$ cat config.mk
export PLATFORM = sky130hd
export DESIGN_NAME = crc8_response_frame_receiver_top
export DESIGN_NICKNAME = d
export VERILOG_FILES = /design/src/hw/rtl/crc8rx_pkg.sv /design/src/hw/rtl/crc8rx_parser.sv /design/src/hw/rtl/crc8_response_frame_receiver_top.sv
export VERILOG_INCLUDE_DIRS = /design/src /design/src/hw/rtl
export SDC_FILE = /design/constraint.sdc
export NUM_CORES = 1
export LEC_CHECK = 0
export BUFFER_PORTS_ARGS = -buffer_cell sky130_fd_sc_hd__buf_2
export CAP_MARGIN = 10
export CORE_MARGIN = 3
export CORE_UTILIZATION = 45
export CTS_BUF_LIST = sky130_fd_sc_hd__clkbuf_16
export DETAILED_ROUTE_END_ITERATION = 12
export GPL_ROUTABILITY_DRIVEN = 1
export GPL_TIMING_DRIVEN = 0
export MAX_ROUTING_LAYER = met4
export PLACE_DENSITY = 0.69
export RECOVER_POWER = 25
export SETUP_SLACK_MARGIN = 0.02
export SLEW_MARGIN = 25
export SYNTH_ARGS = -nofsm -noshare
export SYNTH_HDL_FRONTEND = slang
export SYNTH_HIERARCHICAL = 1
export SYNTH_SLANG_ARGS = --single-unit
$ cat constraint.sdc
create_clock -name clock -period 7.24 [get_ports clock]
set_clock_uncertainty 0.2 [all_clocks]
set_input_delay 0.362 -clock clock [delete_from_list [all_inputs] [get_ports clock]]
set_output_delay 0.362 -clock clock [all_outputs]
set_load 0.05 [all_outputs]
$ cat src/hw/rtl/crc8_response_frame_receiver_top_macros.svh
// ----------------------------------------------------------------------------
// Assertion macros for the CRC-8 response frame receiver
// Shared concurrent assertion forms, clocked on clock and disabled in reset.
// ----------------------------------------------------------------------------
`ifndef CRC8_RESPONSE_FRAME_RECEIVER_TOP_MACROS_SVH
`define CRC8_RESPONSE_FRAME_RECEIVER_TOP_MACROS_SVH

// Same-cycle implication.
`define CRC8RX_ASSERT_IMP(name, ante, cons) \
   name: assert property (@(posedge clock) disable iff (reset) (ante) |-> (cons)) \
      else $error("crc8rx assertion failed");

// Next-cycle implication.
`define CRC8RX_ASSERT_NXT(name, ante, cons) \
   name: assert property (@(posedge clock) disable iff (reset) (ante) |=> (cons)) \
      else $error("crc8rx assertion failed");

`endif

$ cat src/hw/rtl/crc8rx_pkg.sv
// ----------------------------------------------------------------------------
// crc8rx_pkg
// Types, codes and the CRC-8 step shared by the frame receiver modules.
// ----------------------------------------------------------------------------
`default_nettype none

package crc8rx_pkg;

   localparam int FRAME_BUFFER_BYTES_DEFAULT = 256;

   localparam logic [7:0]  START_BYTE_RESET    = 8'hAA;
   localparam logic [7:0]  END_BYTE_RESET      = 8'h55;
   localparam logic [15:0] TIMEOUT_TICKS_RESET = 16'd1000;
   localparam logic [7:0]  OK_STATUS_RESET     = 8'h00;

   localparam logic [7:0]  CRC_INIT     = 8'hFF;
   localparam logic [7:0]  CRC_POLY     = 8'h31;
   localparam logic [7:0]  REPLY_FLAG   = 8'h80;

   // Item kinds on the request channel.
   localparam logic [1:0] CMD_ARM  = 2'd0;
   localparam logic [1:0] CMD_BYTE = 2'd1;
   localparam logic [1:0] CMD_TICK = 2'd2;

   // Configuration register indexes.
   localparam logic [1:0] REG_START_BYTE    = 2'd0;
   localparam logic [1:0] REG_END_BYTE      = 2'd1;
   localparam logic [1:0] REG_TIMEOUT_TICKS = 2'd2;
   localparam logic [1:0] REG_OK_STATUS     = 2'd3;

   // Result kinds.
   localparam logic RES_DATA = 1'b0;
   localparam logic RES_DONE = 1'b1;

   // Completion outcomes.
   localparam logic [1:0] OUTCOME_STATUS  = 2'd0;
   localparam logic [1:0] OUTCOME_FRAME   = 2'd1;
   localparam logic [1:0] OUTCOME_CRC     = 2'd2;
   localparam logic [1:0] OUTCOME_TIMEOUT = 2'd3;

   typedef struct packed {
      logic [7:0]  start_byte;
      logic [7:0]  end_byte;
      logic [15:0] timeout_ticks;
      logic [7:0]  ok_status;
   } cfg_type;

   typedef struct packed {
      logic        result_kind;
      logic [7:0]  data_byte;
      logic [1:0]  outcome;
      logic [7:0]  device_status;
      logic        success;
      logic [15:0] copied_length;
   } rsp_item_type;

   // One byte of CRC-8, MSB first, no reflection.
   function automatic logic [7:0] crc_step(input logic [7:0] crc, input logic [7:0] b);
      logic [7:0] c;
      c = crc ^ b;
      for (int k = 0; k < 8; k++) begin
         if (c[7]) begin
            c = {c[6:0], 1'b0} ^ CRC_POLY;
         end else begin
            c = {c[6:0], 1'b0};
         end
      end
      return c;
   endfunction

endpackage

`default_nettype wire

$ cat src/hw/rtl/crc8rx_parser.sv
// ----------------------------------------------------------------------------
// crc8rx_parser
// Frame state machine: hunts, parses header, checks CRC, forwards data, times out.
// ----------------------------------------------------------------------------
`default_nettype none

module crc8rx_parser #(
   parameter int FRAME_BUFFER_BYTES = crc8rx_pkg::FRAME_BUFFER_BYTES_DEFAULT
) (
   input  wire                       clock,
   input  wire                       reset,
   input  wire                       step,
   input  wire  [1:0]                cmd,
   input  wire  [7:0]                command_code,
   input  wire  [15:0]               response_capacity,
   input  wire  [7:0]                byte_value,
   input  wire  crc8rx_pkg::cfg_type cfg,
   output logic                      res_valid,
   output crc8rx_pkg::rsp_item_type  res
);

   localparam int IDX_W = $clog2(FRAME_BUFFER_BYTES);
   localparam logic [16:0] FRAME_MAX = 17'(FRAME_BUFFER_BYTES);

   typedef enum logic [1:0] {
      PH_IDLE = 2'd0,
      PH_HUNT = 2'd1,
      PH_RECV = 2'd2
   } phase_type;

   phase_type    phase_ff, phase_in;
   logic [IDX_W-1:0] idx_ff, idx_in;
   logic [15:0]  plen_ff, plen_in;
   logic [7:0]   reply_ff, reply_in;
   logic [7:0]   crc_ff, crc_in;
   logic [7:0]   rcrc_ff, rcrc_in;
   logic [7:0]   expect_ff, expect_in;
   logic [15:0]  cap_ff, cap_in;
   logic [15:0]  fwd_ff, fwd_in;
   logic [7:0]   status_ff, status_in;
   logic [15:0]  tick_ff, tick_in;

   logic [16:0]  idx_ext;
   logic [16:0]  pos;
   logic [15:0]  plen_new;
   logic         done;
   logic [1:0]   done_outcome;

   assign idx_ext  = 17'(idx_ff);
   assign pos      = idx_ext - 17'd4;
   assign plen_new = {plen_ff[15:8], byte_value};

   always_comb begin
      phase_in     = phase_ff;
      idx_in       = idx_ff;
      plen_in      = plen_ff;
      reply_in     = reply_ff;
      crc_in       = crc_ff;
      rcrc_in      = rcrc_ff;
      expect_in    = expect_ff;
      cap_in       = cap_ff;
      fwd_in       = fwd_ff;
      status_in    = status_ff;
      tick_in      = tick_ff;
      res_valid    = 1'b0;
      res          = '0;
      done         = 1'b0;
      done_outcome = crc8rx_pkg::OUTCOME_STATUS;

      if (step) begin
         case (cmd)
            crc8rx_pkg::CMD_ARM: begin
               phase_in  = PH_HUNT;
               idx_in    = '0;
               plen_in   = '0;
               reply_in  = '0;
               crc_in    = crc8rx_pkg::CRC_INIT;
               rcrc_in   = '0;
               status_in = '0;
               expect_in = command_code;
               cap_in    = response_capacity;
               fwd_in    = '0;
               tick_in   = '0;
            end
            crc8rx_pkg::CMD_BYTE: begin
               if (phase_ff == PH_HUNT) begin
                  if (byte_value == cfg.start_byte) begin
                     phase_in  = PH_RECV;
                     idx_in    = IDX_W'(1);
                     plen_in   = '0;
                     reply_in  = '0;
                     crc_in    = crc8rx_pkg::CRC_INIT;
                     rcrc_in   = '0;
                     status_in = '0;
                  end
               end else if (phase_ff == PH_RECV) begin
                  idx_in = idx_ff + IDX_W'(1);
                  if (idx_ext == 17'd1) begin
                     reply_in = byte_value;
                  end else if (idx_ext == 17'd2) begin
                     plen_in = {byte_value, 8'h00};
                  end else if (idx_ext == 17'd3) begin
                     plen_in = plen_new;
                     // Frame would not fit the buffer: drop it and hunt again.
                     if ((17'(plen_new) + 17'd6) > FRAME_MAX) begin
                        phase_in  = PH_HUNT;
                        idx_in    = '0;
                        plen_in   = '0;
                        reply_in  = '0;
                        crc_in    = crc8rx_pkg::CRC_INIT;
                        rcrc_in   = '0;
                        status_in = '0;
                     end
                  end else begin
                     if (idx_ext == 17'd4) begin
                        status_in = byte_value;
                     end
                     if (pos < 17'(plen_ff)) begin
                        crc_in = crc8rx_pkg::crc_step(crc_ff, byte_value);
                        if (pos != 17'd0 && cap_ff != 16'd0) begin
                           cap_in              = cap_ff - 16'd1;
                           fwd_in              = fwd_ff + 16'd1;
                           res_valid           = 1'b1;
                           res.result_kind     = crc8rx_pkg::RES_DATA;
                           res.data_byte       = byte_value;
                        end
                     end else if (pos == 17'(plen_ff)) begin
                        rcrc_in = byte_value;
                     end else begin
                        done = 1'b1;
                        if (byte_value != cfg.end_byte) begin
                           done_outcome = crc8rx_pkg::OUTCOME_FRAME;
                        end else if (reply_ff != (expect_ff | crc8rx_pkg::REPLY_FLAG)) begin
                           done_outcome = crc8rx_pkg::OUTCOME_FRAME;
                        end else if (rcrc_ff != crc_ff) begin
                           done_outcome = crc8rx_pkg::OUTCOME_CRC;
                        end else begin
                           done_outcome = crc8rx_pkg::OUTCOME_STATUS;
                        end
                     end
                  end
               end
            end
            crc8rx_pkg::CMD_TICK: begin
               if (phase_ff != PH_IDLE) begin
                  if (tick_ff != 16'hFFFF) begin
                     tick_in = tick_ff + 16'd1;
                  end
                  if (tick_in >= cfg.timeout_ticks) begin
                     done         = 1'b1;
                     done_outcome = crc8rx_pkg::OUTCOME_TIMEOUT;
                  end
               end
            end
            default: begin
            end
         endcase

         if (done) begin
            phase_in          = PH_IDLE;
            res_valid         = 1'b1;
            res.result_kind   = crc8rx_pkg::RES_DONE;
            res.outcome       = done_outcome;
            res.copied_length = fwd_ff;
            if (done_outcome == crc8rx_pkg::OUTCOME_STATUS) begin
               res.device_status = status_ff;
               res.success       = (status_ff == cfg.ok_status);
            end
         end
      end
   end

   always_ff @(posedge clock) begin
      if (reset) begin
         phase_ff  <= PH_IDLE;
         idx_ff    <= '0;
         plen_ff   <= '0;
         reply_ff  <= '0;
         crc_ff    <= crc8rx_pkg::CRC_INIT;
         rcrc_ff   <= '0;
         expect_ff <= '0;
         cap_ff    <= '0;
         fwd_ff    <= '0;
         status_ff <= '0;
         tick_ff   <= '0;
      end else begin
         phase_ff  <= phase_in;
         idx_ff    <= idx_in;
         plen_ff   <= plen_in;
         reply_ff  <= reply_in;
         crc_ff    <= crc_in;
         rcrc_ff   <= rcrc_in;
         expect_ff <= expect_in;
         cap_ff    <= cap_in;
         fwd_ff    <= fwd_in;
         status_ff <= status_in;
         tick_ff   <= tick_in;
      end
   end

`include "crc8_response_frame_receiver_top_macros.svh"

   `CRC8RX_ASSERT_NXT(a_done_goes_idle, step && res_valid && res.result_kind == crc8rx_pkg::RES_DONE, phase_ff == PH_IDLE)
   `CRC8RX_ASSERT_IMP(a_recv_index_nonzero, phase_ff == PH_RECV, idx_ff != '0)
   `CRC8RX_ASSERT_IMP(a_data_needs_capacity, res_valid && res.result_kind == crc8rx_pkg::RES_DATA, cap_ff != 16'd0 && phase_ff == PH_RECV)

endmodule

`default_nettype wire

$ cat src/hw/rtl/crc8_response_frame_receiver_top.sv
// ----------------------------------------------------------------------------
// crc8_response_frame_receiver_top
// Reply-frame receiver for a serial command link with CRC-8 payload check.
// ----------------------------------------------------------------------------
// Usage: the request stream carries three kinds of transaction, chosen by
// req_tuser: an arm (loads the expected command code and the response
// capacity and starts hunting for the start byte), a received serial byte,
// and a one millisecond tick. The response stream returns either forwarded
// payload data bytes (every payload byte after the status byte, up to the
// capacity) or at most one completion per armed transaction, reporting status
// returned, frame/echo error, CRC error or timeout.
// A request passes through the input register and then through the frame
// logic into the output register. Throughput is one transaction per cycle
// while the output register is free or being emptied by the response side.
// When the response side stalls, the output register holds its transaction
// and the input register fills; req_tready drops only when both are full.
// Reset (synchronous, active high) restores the register defaults and leaves
// the receiver idle: bytes and ticks are ignored until the next arm.
// The csr_ port writes the configuration registers; write it only while idle.
// ----------------------------------------------------------------------------
`default_nettype none

module crc8_response_frame_receiver_top #(
   parameter int FRAME_BUFFER_BYTES = crc8rx_pkg::FRAME_BUFFER_BYTES_DEFAULT
) (
   input  wire         clock,
   input  wire         reset,
   // Request channel.
   input  wire         req_tvalid,
   output logic        req_tready,
   // [7:0] command_code, [23:8] response_capacity, [31:24] byte_value
   input  wire  [31:0] req_tdata,
   // [1:0] cmd
   input  wire  [1:0]  req_tuser,
   // Response channel.
   output logic        rsp_tvalid,
   input  wire         rsp_tready,
   // [7:0] data_byte, [9:8] outcome, [17:10] device_status, [18] success,
   // [34:19] copied_length, [39:35] zero
   output logic [39:0] rsp_tdata,
   // [0] result_kind
   output logic        rsp_tuser,
   // Configuration write port.
   input  wire         csr_we,
   input  wire  [1:0]  csr_index,
   input  wire  [15:0] csr_wdata
);

   // Configuration registers.
   crc8rx_pkg::cfg_type cfg_ff;

   always_ff @(posedge clock) begin
      if (reset) begin
         cfg_ff.start_byte    <= crc8rx_pkg::START_BYTE_RESET;
         cfg_ff.end_byte      <= crc8rx_pkg::END_BYTE_RESET;
         cfg_ff.timeout_ticks <= crc8rx_pkg::TIMEOUT_TICKS_RESET;
         cfg_ff.ok_status     <= crc8rx_pkg::OK_STATUS_RESET;
      end else if (csr_we) begin
         case (csr_index)
            crc8rx_pkg::REG_START_BYTE:    cfg_ff.start_byte    <= csr_wdata[7:0];
            crc8rx_pkg::REG_END_BYTE:      cfg_ff.end_byte      <= csr_wdata[7:0];
            crc8rx_pkg::REG_TIMEOUT_TICKS: cfg_ff.timeout_ticks <= csr_wdata;
            crc8rx_pkg::REG_OK_STATUS:     cfg_ff.ok_status     <= csr_wdata[7:0];
            default: begin
            end
         endcase
      end
   end

   // Input register: one request transaction waiting for the frame logic.
   logic        in_valid_ff;
   logic [1:0]  in_cmd_ff;
   logic [7:0]  in_code_ff;
   logic [15:0] in_cap_ff;
   logic [7:0]  in_byte_ff;

   // Output register: one response transaction waiting for the consumer.
   logic                     out_valid_ff;
   crc8rx_pkg::rsp_item_type out_item_ff;

   logic                     advance;
   logic                     res_valid;
   crc8rx_pkg::rsp_item_type res;

   // The frame logic consumes the input register whenever the output
   // register is free or is being emptied in this cycle.
   assign advance    = in_valid_ff && (!out_valid_ff || rsp_tready);
   assign req_tready = !in_valid_ff || advance;

   always_ff @(posedge clock) begin
      if (reset) begin
         in_valid_ff <= 1'b0;
      end else if (req_tready) begin
         in_valid_ff <= req_tvalid;
      end
   end

   always_ff @(posedge clock) begin
      if (req_tready && req_tvalid) begin
         in_cmd_ff  <= req_tuser;
         in_code_ff <= req_tdata[7:0];
         in_cap_ff  <= req_tdata[23:8];
         in_byte_ff <= req_tdata[31:24];
      end
   end

   crc8rx_parser #(
      .FRAME_BUFFER_BYTES(FRAME_BUFFER_BYTES)
   ) u_parser (
      .clock             (clock),
      .reset             (reset),
      .step              (advance),
      .cmd               (in_cmd_ff),
      .command_code      (in_code_ff),
      .response_capacity (in_cap_ff),
      .byte_value        (in_byte_ff),
      .cfg               (cfg_ff),
      .res_valid         (res_valid),
      .res               (res)
   );

   always_ff @(posedge clock) begin
      if (reset) begin
         out_valid_ff <= 1'b0;
      end else if (advance && res_valid) begin
         out_valid_ff <= 1'b1;
      end else if (rsp_tready) begin
         out_valid_ff <= 1'b0;
      end
   end

   always_ff @(posedge clock) begin
      if (advance && res_valid) begin
         out_item_ff <= res;
      end
   end

   assign rsp_tvalid = out_valid_ff;
   assign rsp_tuser  = out_item_ff.result_kind;
   assign rsp_tdata  = {5'b00000,
                        out_item_ff.copied_length,
                        out_item_ff.success,
                        out_item_ff.device_status,
                        out_item_ff.outcome,
                        out_item_ff.data_byte};

`include "crc8_response_frame_receiver_top_macros.svh"

   `CRC8RX_ASSERT_IMP(a_success_means_ok, out_valid_ff && out_item_ff.success, out_item_ff.outcome == crc8rx_pkg::OUTCOME_STATUS && out_item_ff.device_status == cfg_ff.ok_status)
   `CRC8RX_ASSERT_IMP(a_data_has_no_status, out_valid_ff && out_item_ff.result_kind == crc8rx_pkg::RES_DATA, out_item_ff.outcome == crc8rx_pkg::OUTCOME_STATUS && out_item_ff.copied_length == 16'd0)
   `CRC8RX_ASSERT_NXT(a_stall_keeps_input, in_valid_ff && !advance, in_valid_ff && $stable(in_cmd_ff) && $stable(in_byte_ff))

endmodule

`default_nettype wire

# Yosys cells after proc, flatten, opt, wreduce, memory -nomap -nowiden
# Cells that the tools add are included.
# Widths: inputs -> output; s select.
# word_totals
reg_bits,224
input_bits,57
out_inout_bits,43
word_cells,322
# classes
n_mux,189
bitwise_logic,14
n_eq_ne,46
reduce_logical,36
n_lt_le_gt_ge,3
add_sub_neg,6
# op_table
cell,n
$mux 8,92
$mux 16,26
$pmux 16 s2,4
$pmux 8 s2,5
$mux 9,7
$mux 6,8
$mux 2,21
$ne 4x1->1 const B,10
$add 16x1->16 const B,2
$ne 8x8->1,3
$not 3->3,8
$reduce_and 8->1,3
$mux 1,23
$reduce_and 9->1,2
$add 16x3->17 const B,1
$eq 17x16->1,1
$gt 17x9->1 const B,1
$lt 17x16->1,1
$reduce_bool 17->1,1
$eq 8x2->1 const B,2
$eq 8x8->1,2
$ge 16x16->1,1
$ne 16x16->1 const B,1
$reduce_bool 16->1,1
31 further kinds,68

# Depth between registers and ports, before layout
# depth
word_depth,80
ltp_mapped,17
mapped_depth_nobuf,16

# Hierarchy
# Netlist, hierarchy kept.
# modules_own_cells
mod,n_inst,cells_each,seq_area_each_um2,area_each_um2
crc8rx_parser,1,985,2262.2,7778.7
crc8_response_frame_receiver_top,1,249,2942.8,3876.2

# Worst setup path after synthesis
# Ideal clock, no wire load.
# synth_path
kind,reg-to-reg
startpoint,register u_parser.tick_ff[0]
endpoint,"register out_item_ff, in the netlist rsp_tdata[0], enable pin"
path_slack_ps,1635
setup_time_ps,433
stages_incl_launch_ff,18
t_required_ps,6607
path_buffers,1
arrival_ps,4972
synth_period_minus_slack_ps,5605
cell_sequence,dfxtp_1 > ha_1 > nand2_1 > or2_2 > nor4_2 > nor3_1 > nand3_1 > xnor2_1 > ha_1 > o2111ai_1 > a21oi_1 > o21ai_0 > o22ai_1 > clkbuf_1 > and2_1 > or2_2 > nand2_1 > nor2b_1
# synth_via
elab_chain_len,13
elab_cells_between_ends,14
cone_classes,1 x add/sub; 1 x order compare; 1 x eq/ne; 10 x mux; 1 x reduce/logical
# synth_lines
item,line,rtl
from (decl),crc8rx_parser.sv:41,"logic [15:0] tick_ff, tick_in;"
from (signal assigned),crc8rx_parser.sv:197,tick_ff <= tick_in;
$add 16x1->16 / $ne 16x16->1 (equally long branches),"crc8rx_parser.sv:147, crc8rx_parser.sv:146",
$mux 16 *,crc8rx_parser.sv:146,if (tick_ff != 16'hFFFF) begin
$mux 16 *,crc8rx_parser.sv:145,if (phase_ff != PH_IDLE) begin
$mux 16 *,crc8rx_parser.sv:71,case (cmd)
$mux 16 *,crc8rx_parser.sv:70,if (step) begin
$ge 16x16->1 *,crc8rx_parser.sv:149,if (tick_in >= cfg.timeout_ticks) begin
$mux 1 *,crc8rx_parser.sv:149,
$mux 1 *,crc8rx_parser.sv:145,
$pmux 1 s2 *,crc8rx_parser.sv:71,
$mux 1 *,crc8rx_parser.sv:70,
$mux 1 *,crc8rx_parser.sv:159,if (done) begin
$mux 1 *,crc8rx_parser.sv:70,
via res_valid,crc8_response_frame_receiver_top.sv:82,logic res_valid;
$logic_and 1x1->1 *,crc8_response_frame_receiver_top.sv:133,if (advance && res_valid) begin
to (signal assigned),crc8_response_frame_receiver_top.sv:134,out_item_ff <= res;
to (decl),crc8_response_frame_receiver_top.sv:79,crc8rx_pkg::rsp_item_type out_item_ff;
# The timed path passes the listed nets; every way through them passes the cells marked *. The select of a mux whose other input is x is not followed.
# A chain may end at the register's enable or synchronous reset.

# Final worst setup path
# layout_path
startpoint,register u_parser.tick_ff[0]
endpoint,"register out_item_ff, in the netlist rsp_tdata[2], enable pin"
# Same word-level chain as after synthesis.

==> results_dict.tcl <==
set metrics [dict create \
    status "completed" \
    met3_length_um 1941 \
    final_cells 1761 \
    max_slew_margin 0.3317 \
    dieWidth_um 166.7 \
    tightest_slew_ps 1003 \
    ant_nets 0 \
    crit_path_start_kind "flop" \
    num_vias 9894 \
    grt_pass1_wl_um 50310 \
    rrSetupSlack_ps 1470 \
    cts_tree "yes" \
    io_pins 100 \
    grt.total_usage 0.2261 \
    h-tree-depth 1 \
    syn_inst 1233 \
    place_ws_ps 1512 \
    numCtsBuffers 26 \
    first_pass_iters 5 \
    fp.dieH_um 166.7 \
    fin_nets 1515 \
    netlist_area_um2 11620 \
    fin_util 0.5521 \
    antenna_found_initial 0 \
    antenna_cells 0 \
    die-area_um2 27800 \
    worst_hold_slack_ps 136.4 \
    report.final.slew_viol_count 0 \
    p_total_mw 2.916 \
    fin_setup_tns_ps 0 \
    met2_length_um 14810 \
    yosysWarnings 6 \
    drv_cap 0 \
    timing.fmax_mhz 173.3 \
    end_kind "flop" \
    grt_pass1_vias 9573 \
    grt_overflow 0 \
    cts.clk_slew.worst_paths_ps 60 \
    cts.sinks 224 \
    wl_met1_um 13760 \
    clk_latency_ps 540 \
    setup_ws_ps 1470 \
    post-cts-setup-buffers 0 \
    numPortBuffers 93 \
    clockBufferDepth 3 \
    dp_hpwl_um 22720 \
    gp_congestion 0.9828 \
    grt_max_degree 28 \
    avgSynthCellArea_um2 9.428 \
    worst_ep_arrival_time_ps 5800 \
    drtIter0Drc 746 \
    root_buffer "clkbuf_16" \
    drive_gt1_frac 0.1286 \
    wl_um 31520 \
    cp_max_fo 27 \
    path_class "reg2reg" \
    dp_cells 1662 \
    crit_required_ps 7270 \
    rsz0062_at_grt "false" \
    viasPerCell 5.618 \
    drc 0 \
    fp.coreArea_um2 25250 \
    leakage_nw 5.355 \
    setup_violations 0 \
    fin_crit_sh 0.7969 \
    powerDensity_nw_per_um2 209.2 \
    area_growth_pct 19.93 \
    final_area_um2 13940 \
    core.rowCount 58 \
    start_util 0.4603 \
    placed_area_um2 12570 \
    fin_crit_ps 5770 \
    ir_drop_mv 0.1504 \
    hold_viol 0 \
    post_drt_wl_per_cell_um 17.90 \
    cts_resized 0 \
    hold_path.class "in2reg" \
    top_layer_used "met4" \
]
==> cells in the final DEF (no fill, tap or decap), types with 45 or more instances in the layout <==
cell type        n
edfxtp_1        69
dlygate4sd3_1   52
xnor2_1         46
ha_1            46
nor2_1          81
mux2i_1         45
buf_2           98
nand3_1         45
dfxtp_1        155
clkbuf_1        50
nand2_1         80
nand2b_1        49
a21oi_1         86
inv_1           53
==> power breakdown <==
| part | total [mW] | switching [mW] | internal, mW |
|---|---|---|---|
| registers | 1.34 | 0.0187 | 1.32 |
| logic | 0.269 | 0.161 | 0.108 |
| clock network | 1.31 | 0.542 | 0.767 |
==> worst max-delay path: stages, from the launching register on <==
cell       delay, ps
dfxtp_1          430
ha_1             220
nand2_1          180
or2_2            370
nor4_2           680
nor3_1           240
nand3_1          180
xnor2_1          100
ha_1             330
o2111ai_1        120
a21oi_1          240
o21ai_0          260
o22ai_1          470
clkbuf_1         360
and2_1           230
or2_2            170
nand2_1          110
nor2b_4          310
buf_12           230
==> final cells by class <==
cell class | count | area [µm²]
fillers | 2299 | 11310
multi-input cells | 888 | 5928
flip-flops and latches | 224 | 5175
repair buffers | 147 | 1021
clock buffers | 26 | 650.6
well taps | 330 | 412.9
plain buffers | 74 | 362.8
clock inverters | 21 | 200.2
inverters | 51 | 191.4
==> path summary, 6_finish.rpt <==
kind / startpoint / end / depth (start not counted)
worst max-delay path: u_parser/tick_ff[0] / rsp_tdata[2] / 18
worst min-delay path: csr_we / cfg_ff[30] / 3
worst min register to register: u_parser/plen_ff[4] / u_parser/plen_ff[4] / 2
worst max register to register: u_parser/tick_ff[0] / rsp_tdata[2] / 18
==> registers in the layout, indices dropped and copies added, names as in the netlist <==
register            count
u_parser/crc_ff         8
cfg_ff                 40
in_byte_ff              8
in_cap_ff              16
in_valid_ff             1
rsp_tuser               1
in_code_ff              7
u_parser/plen_ff       16
u_parser/idx_ff         8
u_parser/cap_ff        16
u_parser/tick_ff       16
u_parser/reply_ff       8
u_parser/rcrc_ff        8
rsp_tvalid              1
u_parser/phase_ff       2
u_parser/fwd_ff        16
u_parser/status_ff      8
in_cmd_ff               2
rsp_tdata              35
u_parser/expect_ff      7
==> per-layer routing <==
metal | track usage | vias to the layer above
li1 | - | 4818
met3 | 0.03916 | 59
met1 | 0.2887 | 4736
met5 | - | -
met4 | 0.07209 | 0
met2 | 0.3681 | 281
==> timing repair <==
item                                    in CTS  in global routing
endpoints found under the hold margin       63                  0
hold buffers                                52                  0
endpoints found under the setup margin       0                  0
(Power assumes the default switching activity.)
